<file path="src/rtl/core/lchp_pkg.sv">
// Shared types and constants for the load cell hit/press detector.
`default_nettype none

package lchp_pkg;

    localparam int SAMPLE_BITS = 24;
    localparam int PULSE_W     = 5;
    localparam int PIN_W       = 4;
    localparam int OUT_CH      = 4;
    localparam int OUT_W       = 17;
    localparam int THR_W       = 17;
    localparam int MAX_CH      = 8;
    localparam int CFG_IDX_W   = 2;
    localparam int CFG_DATA_W  = 17;

    localparam logic [SAMPLE_BITS-1:0] SIGN_FLIP = 24'h800000;

    localparam logic [CFG_IDX_W-1:0] CFG_HIT_THR   = 2'd0;
    localparam logic [CFG_IDX_W-1:0] CFG_PRESS_THR = 2'd1;

    typedef enum logic [1:0] {
        PH_WAIT = 2'd0,
        PH_HIGH = 2'd1,
        PH_LOW  = 2'd2
    } phase_t;

    typedef struct packed {
        logic [THR_W-1:0] hit_thr;
        logic [THR_W-1:0] press_thr;
    } thr_cfg_t;

    typedef struct packed {
        logic [PIN_W-1:0]             sck;
        logic                         done;
        logic [OUT_CH-1:0][OUT_W-1:0] weight;
        logic [PIN_W-1:0]             hit;
        logic [PIN_W-1:0]             press;
    } result_t;

endpackage

`default_nettype wire

</file>
<file path="src/rtl/core/lchp_if.sv">
// Valid/ready channel interfaces for pin samples and status results.
`default_nettype none

interface lchp_in_if
    import lchp_pkg::*;
();
    logic             valid;
    logic             ready;
    logic [PIN_W-1:0] dout_lines;

    modport source (output valid, output dout_lines, input ready);
    modport sink   (input valid, input dout_lines, output ready);
endinterface

interface lchp_out_if
    import lchp_pkg::*;
();
    logic             valid;
    logic             ready;
    logic [PIN_W-1:0] sck_lines;
    logic             round_done;
    logic [OUT_W-1:0] weight_ch0;
    logic [OUT_W-1:0] weight_ch1;
    logic [OUT_W-1:0] weight_ch2;
    logic [OUT_W-1:0] weight_ch3;
    logic [PIN_W-1:0] hit_flags;
    logic [PIN_W-1:0] press_flags;

    modport source (output valid, output sck_lines, output round_done,
                    output weight_ch0, output weight_ch1, output weight_ch2,
                    output weight_ch3, output hit_flags, output press_flags,
                    input ready);
    modport sink   (input valid, input sck_lines, input round_done,
                    input weight_ch0, input weight_ch1, input weight_ch2,
                    input weight_ch3, input hit_flags, input press_flags,
                    output ready);
endinterface

`default_nettype wire

</file>
<file path="src/rtl/core/lchp_queue.sv">
// Front end: accepts pin samples into a two-entry queue.
`default_nettype none

module lchp_queue
    import lchp_pkg::*;
(
    input  wire logic             clk,
    input  wire logic             rst_n,
    input  wire logic             in_valid,
    output logic                  in_ready,
    input  wire logic [PIN_W-1:0] in_data,
    output logic                  head_valid,
    output logic [PIN_W-1:0]      head_data,
    input  wire logic             deq
);

    logic [PIN_W-1:0] slot_reg [2];
    logic             wr_ptr_reg;
    logic             rd_ptr_reg;
    logic [1:0]       count_reg;
    logic [1:0]       count_next;
    logic             push;
    logic             pop;

    assign in_ready   = (count_reg != 2'd2);
    assign head_valid = (count_reg != 2'd0);
    assign head_data  = slot_reg[rd_ptr_reg];
    assign push       = in_valid && in_ready;
    assign pop        = deq && head_valid;

    always_comb
    begin
        count_next = count_reg;
        if (push && !pop)
        begin
            count_next = count_reg + 2'd1;
        end
        else if (pop && !push)
        begin
            count_next = count_reg - 2'd1;
        end
    end

    always_ff @(posedge clk or negedge rst_n)
    begin
        if (!rst_n)
        begin
            wr_ptr_reg <= 1'b0;
            rd_ptr_reg <= 1'b0;
            count_reg  <= 2'd0;
        end
        else
        begin
            count_reg <= count_next;
            if (push)
            begin
                wr_ptr_reg <= ~wr_ptr_reg;
            end
            if (pop)
            begin
                rd_ptr_reg <= ~rd_ptr_reg;
            end
        end
    end

    always_ff @(posedge clk)
    begin
        if (push)
        begin
            slot_reg[wr_ptr_reg] <= in_data;
        end
    end

endmodule

`default_nettype wire

</file>
<file path="src/rtl/core/lchp_engine.sv">
// Back end: serial clock sequencer, word capture, hit/press detection.
`default_nettype none

module lchp_engine
    import lchp_pkg::*;
#(
    parameter int CHANNELS  = 4,
    parameter int KEPT_BITS = 17
)
(
    input  wire logic             clk,
    input  wire logic             rst_n,
    input  wire thr_cfg_t         cfg,
    input  wire logic             head_valid,
    input  wire logic [PIN_W-1:0] head_data,
    output logic                  deq,
    output logic                  out_valid,
    input  wire logic             out_ready,
    output result_t               result
);

    localparam int CH_W  = (CHANNELS > 1) ? $clog2(CHANNELS) : 1;
    localparam int CMP_W = ((KEPT_BITS > THR_W) ? KEPT_BITS : THR_W) + 1;

    phase_t                 phase_reg, phase_next;
    logic [PULSE_W-1:0]     pulse_reg, pulse_next;
    logic [CH_W-1:0]        chan_reg, chan_next;
    logic [SAMPLE_BITS-1:0] shift_reg, shift_next;
    logic [KEPT_BITS-1:0]   readings_reg [CHANNELS];
    logic [KEPT_BITS-1:0]   readings_next [CHANNELS];
    logic [KEPT_BITS-1:0]   prev_reg [CHANNELS];
    logic [KEPT_BITS-1:0]   prev_next [CHANNELS];
    logic [KEPT_BITS-1:0]   base_reg [CHANNELS];
    logic [KEPT_BITS-1:0]   base_next [CHANNELS];
    logic [CHANNELS-1:0]    hit_reg, hit_next;
    logic [CHANNELS-1:0]    press_reg, press_next;
    logic                   out_valid_reg, out_valid_next;
    result_t                result_reg;

    logic                   step;
    logic [2:0]             ch3;
    logic                   dout_bit;
    logic [PIN_W-1:0]       sck_sel;
    logic [PIN_W-1:0]       sck;
    logic                   done;
    logic [PULSE_W-1:0]     pulse_inc;
    logic                   last_pulse;
    logic [SAMPLE_BITS-1:0] word;
    logic [KEPT_BITS-1:0]   value;
    logic                   hit_cond;
    logic                   press_cond;
    logic [OUT_CH-1:0][OUT_W-1:0] weight_w;
    logic [MAX_CH-1:0]      hit_pad;
    logic [MAX_CH-1:0]      press_pad;

    assign step      = head_valid && (!out_valid_reg || out_ready);
    assign deq       = step;
    assign out_valid = out_valid_reg;
    assign result    = result_reg;

    // channels past the pin width see data-out low and get no clock
    assign ch3        = 3'(chan_reg);
    assign dout_bit   = (ch3 < 3'(PIN_W)) ? head_data[ch3[1:0]] : 1'b0;
    assign sck_sel    = (ch3 < 3'(PIN_W)) ? (PIN_W'(1) << ch3[1:0]) : '0;
    assign pulse_inc  = pulse_reg + PULSE_W'(1);
    assign last_pulse = (pulse_inc >= PULSE_W'(SAMPLE_BITS + 1));

    assign word       = shift_reg ^ SIGN_FLIP;
    assign value      = word[SAMPLE_BITS-1 -: KEPT_BITS];
    assign hit_cond   = (CMP_W'(prev_reg[chan_reg]) + CMP_W'(cfg.hit_thr)) < CMP_W'(value);
    assign press_cond = (CMP_W'(value) + CMP_W'(cfg.press_thr)) < CMP_W'(base_reg[chan_reg]);

    // next phase
    always_comb
    begin
        unique case (phase_reg)
            PH_HIGH: phase_next = PH_LOW;
            PH_LOW:  phase_next = last_pulse ? PH_WAIT : PH_HIGH;
            default: phase_next = dout_bit ? PH_WAIT : PH_HIGH;
        endcase
    end

    // per-phase outputs and datapath updates
    always_comb
    begin
        sck           = '0;
        done          = 1'b0;
        pulse_next    = pulse_reg;
        chan_next     = chan_reg;
        shift_next    = shift_reg;
        readings_next = readings_reg;
        prev_next     = prev_reg;
        base_next     = base_reg;
        hit_next      = hit_reg;
        press_next    = press_reg;
        unique case (phase_reg)
            PH_HIGH:
            begin
                sck = sck_sel;
            end
            PH_LOW:
            begin
                if (pulse_reg < PULSE_W'(SAMPLE_BITS))
                begin
                    shift_next = {shift_reg[SAMPLE_BITS-2:0], dout_bit};
                end
                pulse_next = pulse_inc;
                if (last_pulse)
                begin
                    readings_next[chan_reg] = value;
                    prev_next[chan_reg]     = value;
                    hit_next[chan_reg]      = hit_cond;
                    press_next[chan_reg]    = press_cond;
                    pulse_next              = '0;
                    shift_next              = '0;
                    if (chan_reg == CH_W'(CHANNELS - 1))
                    begin
                        done      = 1'b1;
                        chan_next = '0;
                        if (&hit_next)
                        begin
                            base_next = readings_next;
                        end
                    end
                    else
                    begin
                        chan_next = chan_reg + CH_W'(1);
                    end
                end
            end
            default:
            begin
                if (!dout_bit)
                begin
                    pulse_next = '0;
                    shift_next = '0;
                end
            end
        endcase
    end

    for (genvar k = 0; k < OUT_CH; k++)
    begin : g_weight
        if (k < CHANNELS)
        begin : g_live
            assign weight_w[k] = OUT_W'(readings_next[k]);
        end
        else
        begin : g_idle
            assign weight_w[k] = '0;
        end
    end

    assign hit_pad   = MAX_CH'(hit_next);
    assign press_pad = MAX_CH'(press_next);

    always_comb
    begin
        out_valid_next = out_valid_reg;
        if (step)
        begin
            out_valid_next = 1'b1;
        end
        else if (out_ready)
        begin
            out_valid_next = 1'b0;
        end
    end

    always_ff @(posedge clk or negedge rst_n)
    begin
        if (!rst_n)
        begin
            phase_reg     <= PH_WAIT;
            pulse_reg     <= '0;
            chan_reg      <= '0;
            shift_reg     <= '0;
            hit_reg       <= '0;
            press_reg     <= '0;
            out_valid_reg <= 1'b0;
            for (int i = 0; i < CHANNELS; i++)
            begin
                readings_reg[i] <= '0;
                prev_reg[i]     <= '0;
                base_reg[i]     <= '0;
            end
        end
        else
        begin
            out_valid_reg <= out_valid_next;
            if (step)
            begin
                phase_reg    <= phase_next;
                pulse_reg    <= pulse_next;
                chan_reg     <= chan_next;
                shift_reg    <= shift_next;
                hit_reg      <= hit_next;
                press_reg    <= press_next;
                readings_reg <= readings_next;
                prev_reg     <= prev_next;
                base_reg     <= base_next;
            end
        end
    end

    always_ff @(posedge clk)
    begin
        if (step)
        begin
            result_reg.sck    <= sck;
            result_reg.done   <= done;
            result_reg.weight <= weight_w;
            result_reg.hit    <= hit_pad[PIN_W-1:0];
            result_reg.press  <= press_pad[PIN_W-1:0];
        end
    end

endmodule

`default_nettype wire

</file>
<file path="src/rtl/core/load_cell_hit_press_detector_core.sv">
// A sample is written into the input queue and its status is registered in the
// output register. Throughput: one sample, one sequencer tick, per cycle unless
// the status output stalls. The two-entry queue takes samples while a status
// waits, until full. Reset (async, active low) clears the queue, the valid flag,
// the sequencer (waiting for ready on channel 0), readings, baseline and flags.
`default_nettype none

module load_cell_hit_press_detector_core
    import lchp_pkg::*;
#(
    parameter int CHANNELS  = 4,
    parameter int KEPT_BITS = 17
)
(
    input  wire logic                  clk,
    input  wire logic                  rst_n,
    lchp_in_if.sink                    pins,
    lchp_out_if.source                 status,
    input  wire logic                  cfg_we,
    input  wire logic [CFG_IDX_W-1:0]  cfg_index,
    input  wire logic [CFG_DATA_W-1:0] cfg_data
);

    thr_cfg_t         cfg_reg;
    logic             head_valid;
    logic [PIN_W-1:0] head_data;
    logic             deq;
    result_t          result;

    always_ff @(posedge clk or negedge rst_n)
    begin
        if (!rst_n)
        begin
            cfg_reg <= '0;
        end
        else if (cfg_we)
        begin
            if (cfg_index == CFG_HIT_THR)
            begin
                cfg_reg.hit_thr <= cfg_data[THR_W-1:0];
            end
            else if (cfg_index == CFG_PRESS_THR)
            begin
                cfg_reg.press_thr <= cfg_data[THR_W-1:0];
            end
        end
    end

    lchp_queue u_queue (
        .clk        (clk),
        .rst_n      (rst_n),
        .in_valid   (pins.valid),
        .in_ready   (pins.ready),
        .in_data    (pins.dout_lines),
        .head_valid (head_valid),
        .head_data  (head_data),
        .deq        (deq)
    );

    lchp_engine #(
        .CHANNELS  (CHANNELS),
        .KEPT_BITS (KEPT_BITS)
    ) u_engine (
        .clk        (clk),
        .rst_n      (rst_n),
        .cfg        (cfg_reg),
        .head_valid (head_valid),
        .head_data  (head_data),
        .deq        (deq),
        .out_valid  (status.valid),
        .out_ready  (status.ready),
        .result     (result)
    );

    assign status.sck_lines   = result.sck;
    assign status.round_done  = result.done;
    assign status.weight_ch0  = result.weight[0];
    assign status.weight_ch1  = result.weight[1];
    assign status.weight_ch2  = result.weight[2];
    assign status.weight_ch3  = result.weight[3];
    assign status.hit_flags   = result.hit;
    assign status.press_flags = result.press;

endmodule

`default_nettype wire
</file>
<file path="src/flat_wrapper.sv">
// flat-port wrapper written by rule: the top's interface ports become plain ports
module load_cell_hit_press_detector_core_flat import lchp_pkg::*;
#(
    parameter int CHANNELS  = 4,
    parameter int KEPT_BITS = 17
)
  (clk, rst_n, cfg_we, cfg_index, cfg_data, pins_valid, pins_dout_lines, pins_ready, status_valid, status_sck_lines, status_round_done, status_weight_ch0, status_weight_ch1, status_weight_ch2, status_weight_ch3, status_hit_flags, status_press_flags, status_ready);
  lchp_in_if pins_i ();
  lchp_out_if status_i ();
  input  wire logic clk;
  input  wire logic rst_n;
  input  wire logic cfg_we;
  input  wire logic [CFG_IDX_W-1:0] cfg_index;
  input  wire logic [CFG_DATA_W-1:0] cfg_data;
  input wire logic [$bits(pins_i.valid)-1:0] pins_valid;
  input wire logic [$bits(pins_i.dout_lines)-1:0] pins_dout_lines;
  output wire logic [$bits(pins_i.ready)-1:0] pins_ready;
  output wire logic [$bits(status_i.valid)-1:0] status_valid;
  output wire logic [$bits(status_i.sck_lines)-1:0] status_sck_lines;
  output wire logic [$bits(status_i.round_done)-1:0] status_round_done;
  output wire logic [$bits(status_i.weight_ch0)-1:0] status_weight_ch0;
  output wire logic [$bits(status_i.weight_ch1)-1:0] status_weight_ch1;
  output wire logic [$bits(status_i.weight_ch2)-1:0] status_weight_ch2;
  output wire logic [$bits(status_i.weight_ch3)-1:0] status_weight_ch3;
  output wire logic [$bits(status_i.hit_flags)-1:0] status_hit_flags;
  output wire logic [$bits(status_i.press_flags)-1:0] status_press_flags;
  input wire logic [$bits(status_i.ready)-1:0] status_ready;
  assign pins_i.valid = pins_valid;
  assign pins_i.dout_lines = pins_dout_lines;
  assign pins_ready = pins_i.ready;
  assign status_valid = status_i.valid;
  assign status_sck_lines = status_i.sck_lines;
  assign status_round_done = status_i.round_done;
  assign status_weight_ch0 = status_i.weight_ch0;
  assign status_weight_ch1 = status_i.weight_ch1;
  assign status_weight_ch2 = status_i.weight_ch2;
  assign status_weight_ch3 = status_i.weight_ch3;
  assign status_hit_flags = status_i.hit_flags;
  assign status_press_flags = status_i.press_flags;
  assign status_i.ready = status_ready;
  load_cell_hit_press_detector_core #(.CHANNELS(CHANNELS), .KEPT_BITS(KEPT_BITS)) u_core (.clk(clk), .rst_n(rst_n), .pins(pins_i), .status(status_i), .cfg_we(cfg_we), .cfg_index(cfg_index), .cfg_data(cfg_data));
endmodule
</file>
<file path="config.mk">
export PLATFORM = sky130hd
export DESIGN_NAME = load_cell_hit_press_detector_core_flat
export DESIGN_NICKNAME = d
export VERILOG_FILES = /design/src/rtl/core/lchp_pkg.sv /design/src/rtl/core/lchp_if.sv /design/src/rtl/core/lchp_queue.sv /design/src/rtl/core/lchp_engine.sv /design/src/rtl/core/load_cell_hit_press_detector_core.sv /design/src/flat_wrapper.sv
export SDC_FILE = /design/constraint.sdc
export NUM_CORES = 1
export LEC_CHECK = 0
export BUFFER_PORTS_ARGS = -buffer_cell sky130_fd_sc_hd__buf_2
export CORE_MARGIN = 2
export CORE_UTILIZATION = 50
export CTS_CLUSTER_SIZE = 12
export DETAILED_ROUTE_END_ITERATION = 10
export GPL_TIMING_DRIVEN = 0
export MAX_ROUTING_LAYER = met4
export PLACE_DENSITY = 0.7
export SYNTH_ARGS = -nofsm -noshare
export SYNTH_HDL_FRONTEND = slang
export SYNTH_SLANG_ARGS = --single-unit
</file>
<file path="constraint.sdc">
create_clock -name clk -period 5.69 [get_ports clk]
set_input_delay 0.569 -clock clk [delete_from_list [all_inputs] [get_ports clk]]
set_output_delay 0.569 -clock clk [all_outputs]
set_load 0.1 [all_outputs]
</file>
# Word-level counts from Yosys, hierarchy flattened
# Memories as Yosys holds them, arrays and structs flattened.
# Cells that the tools add are included.
# op_classes
magnitude_cmp,9
n_eq_ne,7
addsub,6
n_reduce_logical,23
shifts,1
n_mux,41
n_bitwise,6
# op_table
operator,count
bitwise mux 68 bit,2
two-way mux 68 bit,2
two-way mux 17 bit,5
two-way mux 24 bit,3
binary-select mux 17 bit (select 2 bit),2
case mux 24 bit (2 select lines),1
adder 17 x 17 -> 18 bit,2
< comparator 18 x 17 -> 1 bit,2
demux 17 bit (select 2 bit),1
two-way mux 4 bit,4
two-way mux 1 bit,10
two-way mux 5 bit,2
case mux 5 bit (2 select lines),1
AND reduction 3 bit,3
bitwise mux 4 bit,2
AND reduction 8 bit,1
logical AND 1 bit,7
< comparator 2 x 3 -> 1 bit (second input constant),2
two-way mux 2 bit,3
AND reduction 2 bit,3
nonzero test 2 bit,3
adder 5 x 1 -> 5 bit (second input constant),1
>= comparator 5 bit (second input constant),1
< comparator 5 bit (second input constant),1
other kinds (20),29
# word_totals
ff_bits,365
n_memories,1
out_inout_bits,83
ram_bits,8
# mem_list
memory,words,word_bits,read_ports,rd_ports_with_merged_regs,write_ports,line,source
u_core.u_queue.slot_reg,2,4,1,0,1,lchp_queue.sv:17,logic [PIN_W-1:0] slot_reg [2];

# Depth between registers and ports, before layout
# logic_depth
depth_word,9
ltp_mapped,23
depth_no_buf,18

# Hierarchy
# From an unflattened synthesis, not the netlist that was laid out.
# unflattened
hier_cells,1393
area_unflattened_um2,18455.2
# by_module_without_submodules
module,area_each_um2,cells_each,n_inst
lchp_engine,16669.7,1291,1
load_cell_hit_press_detector_core,1288.7,72,1
lchp_queue,496.7,30,1

# Worst setup path after synthesis
# Ideal clock, no wire load.
# synth_timing
kind,register to register
from,register u_core.u_engine.chan_reg[0]
to,register u_core.u_engine.base_reg[46] (netlist bit)
setup_ns,0.125
period_less_slack_ns,5.734
setup_slack_ns,-0.044
stages_incl_launch_ff,23
arrival_time_ns,5.609
path_cell_list,dfrtp_1 > buf_2 > buf_1 > buf_2 > mux4_2 > ha_1 > a21o_1 > a221oi_1 > a211o_1 > nand4b_1 > a31o_2 > a21oi_1 > xnor2_1 > ha_1 > nand3_1 > nor2_1 > a2111oi_0 > o2111ai_1 > and4bb_1 > buf_4 > buf_8 > buf_12 > mux2_4
# synth_via
elab_chain_cells,8
word_cells_on_any_way,20
classes_between,add/sub: 1; order compare: 5; eq/ne: 1; mux: 9; bitwise: 1; reduce/logical: 3
# synth_rtl
element,line,source
"start, declared",lchp_engine.sv:27,"logic [CH_W-1:0] chan_reg, chan_next;"
"start signal, assigned",lchp_engine.sv:195,chan_reg <= chan_next;
inverter 2 -> 3 bit (implied by the code),"lchp_engine.sv:70, lchp_engine.sv:110",
binary-select mux 17 bit (select 2 bit),lchp_engine.sv:70,assign hit_cond = (CMP_W'(prev_reg[chan_reg]) + CMP_W'(cfg.hit_thr)) < CMP_W'(value);
two-way mux 17 bit (implied by the code) (2 in series),lchp_engine.sv:70,
adder 17 x 17 -> 18 bit,lchp_engine.sv:70,
< comparator 18 x 17 -> 1 bit,lchp_engine.sv:70,
bitwise mux 4 bit,lchp_engine.sv:112,hit_next[chan_reg] = hit_cond;
AND reduction 8 bit (no line),--,
"end signal, assigned",lchp_engine.sv:201,base_reg <= base_next;
"end, declared",lchp_engine.sv:33,logic [KEPT_BITS-1:0] base_reg [CHANNELS];
# Several ways; a longest one is shown, not always the timed one. The select of a mux whose other input is x is not followed.
# A chain may end at the register's enable or synchronous reset.

# Worst setup path in the final report
# layout_timing
from,register u_core.u_engine.chan_reg[0]
to,register u_core.u_engine.base_reg[47] (netlist bit)
# Same word-level chain as after synthesis.

==> results.tsv <==
stage	metric	value	unit
grt	grt_overflow	0	
floorplanning	start_util	50.7	%
worst_setup_path	cp.buffers_inverters	6	
run	max_cap_viol_count	0	
sta	worst_pin_slew	1.29	ns
logic_synthesis	synth_ff_type	dfrtp_1	
worst_setup_path	crit_chain	buf_6, buf_12, buf_12, mux4_2, ha_4, a21o_1, a221oi_4, a211o_1, nand4b_1, a31o_2, a21oi_2, xnor2_1, ha_1, nand3_2, nor2_1, a2111oi_2, o2111ai_2, and4bb_1, buf_4, buf_12, bufbuf_16, mux2_4	
worst_setup_path	cp.required	6.13	ns
logic_synthesis	synthArstFlopShare	76.1	%
clock_tree	clockRootBuffer	clkbuf_16	
power	peakVddDrop	0.552	mV
sta	slew_violations	0	
sta	skew	0.0173	ns
sta	finalHoldViolations	0	
logic_synthesis	synth_commonest_cells	mux2_2, dfrtp_1, edfxtp_1, ha_1, a21oi_1	
grt	antenna_found_initial	0	
logic_synthesis	synth_seq_cells	373	
sta	setup_viol	0	
drt	dr.pass1.iters	5	
drt	wirelength	45500	um
logic_synthesis	synth_top_area_cell	dfrtp_1	
sta	maxSlewHeadroom	13.7	%
clock_tree	clock-sinks	373	
drt	viasPerCell	5.77	
cells_and_area	area_growth	15.8	%
clock_tree	htreeDepth	2	
logic_synthesis	synth_xor_xnor_area_share	1.61	%
sta	timing.fmax	182	MHz
drt	wl_per_cell	22.8	um
floorplanning	fp.dieW	197	um
drt	drtAntennaViolNets	0	
floorplanning	die_area	38700	sq um
cells_and_area	fin_nets	1603	
grt	grt_max_degree	118	
logic_synthesis	synth_top_family_by_area	multiplexers	
logic_synthesis	yosys.area_share.simple	3.04	%
grt	track_usage	24.8	%
logic_synthesis	synthTopCellsByArea	dfrtp_1, mux2_2, edfxtp_1	
sta	grt_setup_unrepaired	false	
clock_tree	worstSkewPairLatency	0.56	ns
placed_design	portBuffers	110	
placed_design	gp_congestion	0.865	
clock_tree	cts_tree	done	
logic_synthesis	synth.distinct_cells	64	
floorplanning	rows	70	
drt	drc_errors	0	
run_status	status	finished, final reports clean	
logic_synthesis	synth_compound_area_share	6.11	%
clock_tree	clk_pin_slew	0.06	ns
sta	fin_crit_sh	96.3	%
worst_setup_path	crit_fanout	10	
logic_synthesis	synth_mux_area_share	27.8	%
clock_tree	cts_buffer_depth	3	
power	leakage	9.92	nW
floorplanning	core_area	36600	sq um
min_path	hp-class	input pin to flop	
logic_synthesis	synth_top_area_share	38.3	%
cells_and_area	largest_reg_flops	81	
logic_synthesis	synth_nets	1430	
worst_setup_path	reg2reg_slack	0.21	ns
clock_tree	numCtsBuffers	41	
logic_synthesis	syn_inst	1325	
worst_setup_path	max_stage_delay	0.54	ns
grt	grt_pass1_wl	69900	um
sta	period_needed	5.48	ns
logic_synthesis	yosys_warnings	0	
drt	drtIter0Drc	543	
worst_setup_path	criticalPathCategory	flop to flop	
sta	final.setup.tns	0	ns
worst_setup_path	slowest_stage	mux4_2	
worst_setup_path	worst_path_most_repeated_cell	buf_12	
worst_setup_path	startpoint_type	flop	
cells_and_area	fillers	2931	
cells_and_area	diodes	0	
logic_synthesis	yosys.area_share.adder	5.27	%
worst_setup_path	cp-end-kind	flop	
floorplanning	ios	111	
sta	whs	0.205	ns
logic_synthesis	synth.most_common_cell	mux2_2	
placed_design	hpwl	31700	um
logic_synthesis	syn_area_per_cell	14.0	sq um
cells_and_area	drive_gt1_share	43.5	%
grt	grt_pass1_vias	11900	
logic_synthesis	ys_seq_area_share	52.7	%
logic_synthesis	syn_area	18600	sq um
logic_synthesis	synth-edff-count	89	
worst_setup_path	critPathTopFamily	compound AO/OA/AOI/OAI gates	
drt	routed-via-count	11500	
power	power.density	381	nW/um^2
worst_setup_path	arrival	5.92	ns
floorplanning	die_h	197	um
==> through the flow <==
| stage | total power, W | instances | worst slack [ns] | cell area (sq um) | util [%] |
|---|---|---|---|---|---|
| after global routing | 0.00849 | 1998 | 0.0145 | 21500 | 58.7 |
| final | 0.00818 | 1998 | 0.210 | 21500 | 58.7 |
| after global placement | 0.00555 | 1903 | -1.33 | 19700 | 53.8 |
| after CTS | 0.00824 | 1985 | 0.0125 | 21300 | 58.1 |
| after floorplan | 0.00516 | 1325 | 0.00987 | 18600 | - |
| after detailed placement | 0.00558 | 1906 | -1.42 | 19800 | 54.0 |
==> power breakdown <==
group | switching [W] | total (W) | leakage [nW] | internal, W
Sequential | 0.000123 | 0.00320 | 4.76 | 0.00308
Clock | 0.00106 | 0.00264 | 0.646 | 0.00157
Combinational | 0.00193 | 0.00234 | 4.52 | 0.000404
==> metal layers <==
| metal | wire [um] | global-route usage (%) | up-vias |
|---|---|---|---|
| met5 | 0 | - | - |
| met4 | 1260 | 7.74 | 0 |
| met3 | 2460 | 3.82 | 81 |
| met2 | 21000 | 37.8 | 292 |
| met1 | 20900 | 34.7 | 5952 |
| li1 | - | - | 5212 |
==> cells in the final DEF, fill, tap and decap left out, types with 4 or more instances in the layout <==
| master | Yosys | final |
|---|---|---|
| o21a_1 | 4 | 4 |
| buf_2 | 24 | 130 |
| nand3_1 | 10 | 9 |
| ha_1 | 75 | 69 |
| xnor2_1 | 26 | 26 |
| and3_1 | 6 | 6 |
| a211oi_1 | 6 | 6 |
| nand2_1 | 31 | 31 |
| edfxtp_1 | 89 | 89 |
| a21oi_1 | 54 | 52 |
| clkbuf_16 | 0 | 43 |
| inv_1 | 50 | 49 |
| clkbuf_8 | 0 | 7 |
| buf_1 | 6 | 4 |
| clkbuf_1 | 52 | 67 |
| mux2_2 | 357 | 357 |
| o21ai_0 | 14 | 13 |
| nand2b_1 | 6 | 6 |
| mux2_4 | 20 | 20 |
| xor2_1 | 8 | 8 |
| a22o_1 | 25 | 25 |
| nor2_1 | 43 | 43 |
| dfrtp_1 | 284 | 284 |
| a21o_1 | 21 | 21 |
| buf_12 | 2 | 9 |
| buf_4 | 7 | 20 |
| nand4_1 | 4 | 4 |
| mux4_2 | 36 | 36 |
==> kinds of logic after synthesis <==
kind of cell	after synthesis
mux	416
flops	373
compound gates	164
buf+inv	143
simple gates	118
fa+ha+maj	77
xor+xnor	34
==> cell type report <==
cell class / count / area [sq um] / area share [%]
Multi-Input combinational cell: 809 / 8250 / 38.4
Clock inverter: 7 / 91.3 / 0.425
Inverter: 50 / 190 / 0.885
Timing Repair Buffer: 130 / 816 / 3.80
Tap cell: 468 / 586 / 2.73
Sequential cell: 373 / 9780 / 45.5
Buffer: 93 / 529 / 2.46
Clock buffer: 68 / 1240 / 5.77
==> worst paths after layout <==
kind | start | endpoint | depth (start not counted)
min in group asynchronous | rst_n | u_core.u_engine.readings_reg[13] | 2
worst max register to register | u_core.u_engine.chan_reg[0] | u_core.u_engine.base_reg[47] | 22
worst min-delay path | pins_dout_lines[0] | u_core.u_queue.slot_reg[1][0] | 1
worst max-delay path | u_core.u_engine.chan_reg[0] | u_core.u_engine.base_reg[47] | 22
worst min register to register | u_core.u_queue.wr_ptr_reg | u_core.u_queue.wr_ptr_reg | 1
max in group asynchronous | rst_n | u_core.u_engine.prev_reg[19] | 4
==> timing repair <==
action / in CTS / in global routing
gates resized for setup: 34 / 17
buffers inserted: 2 / 13
setup endpoints to repair: 76 / 76
hold endpoints to repair: 67 / 0
hold buffers: 1 / 0
gates cloned: 1 / 0
pin swaps: 5 / 10
Note: power is estimated with default switching activity, not from simulation.
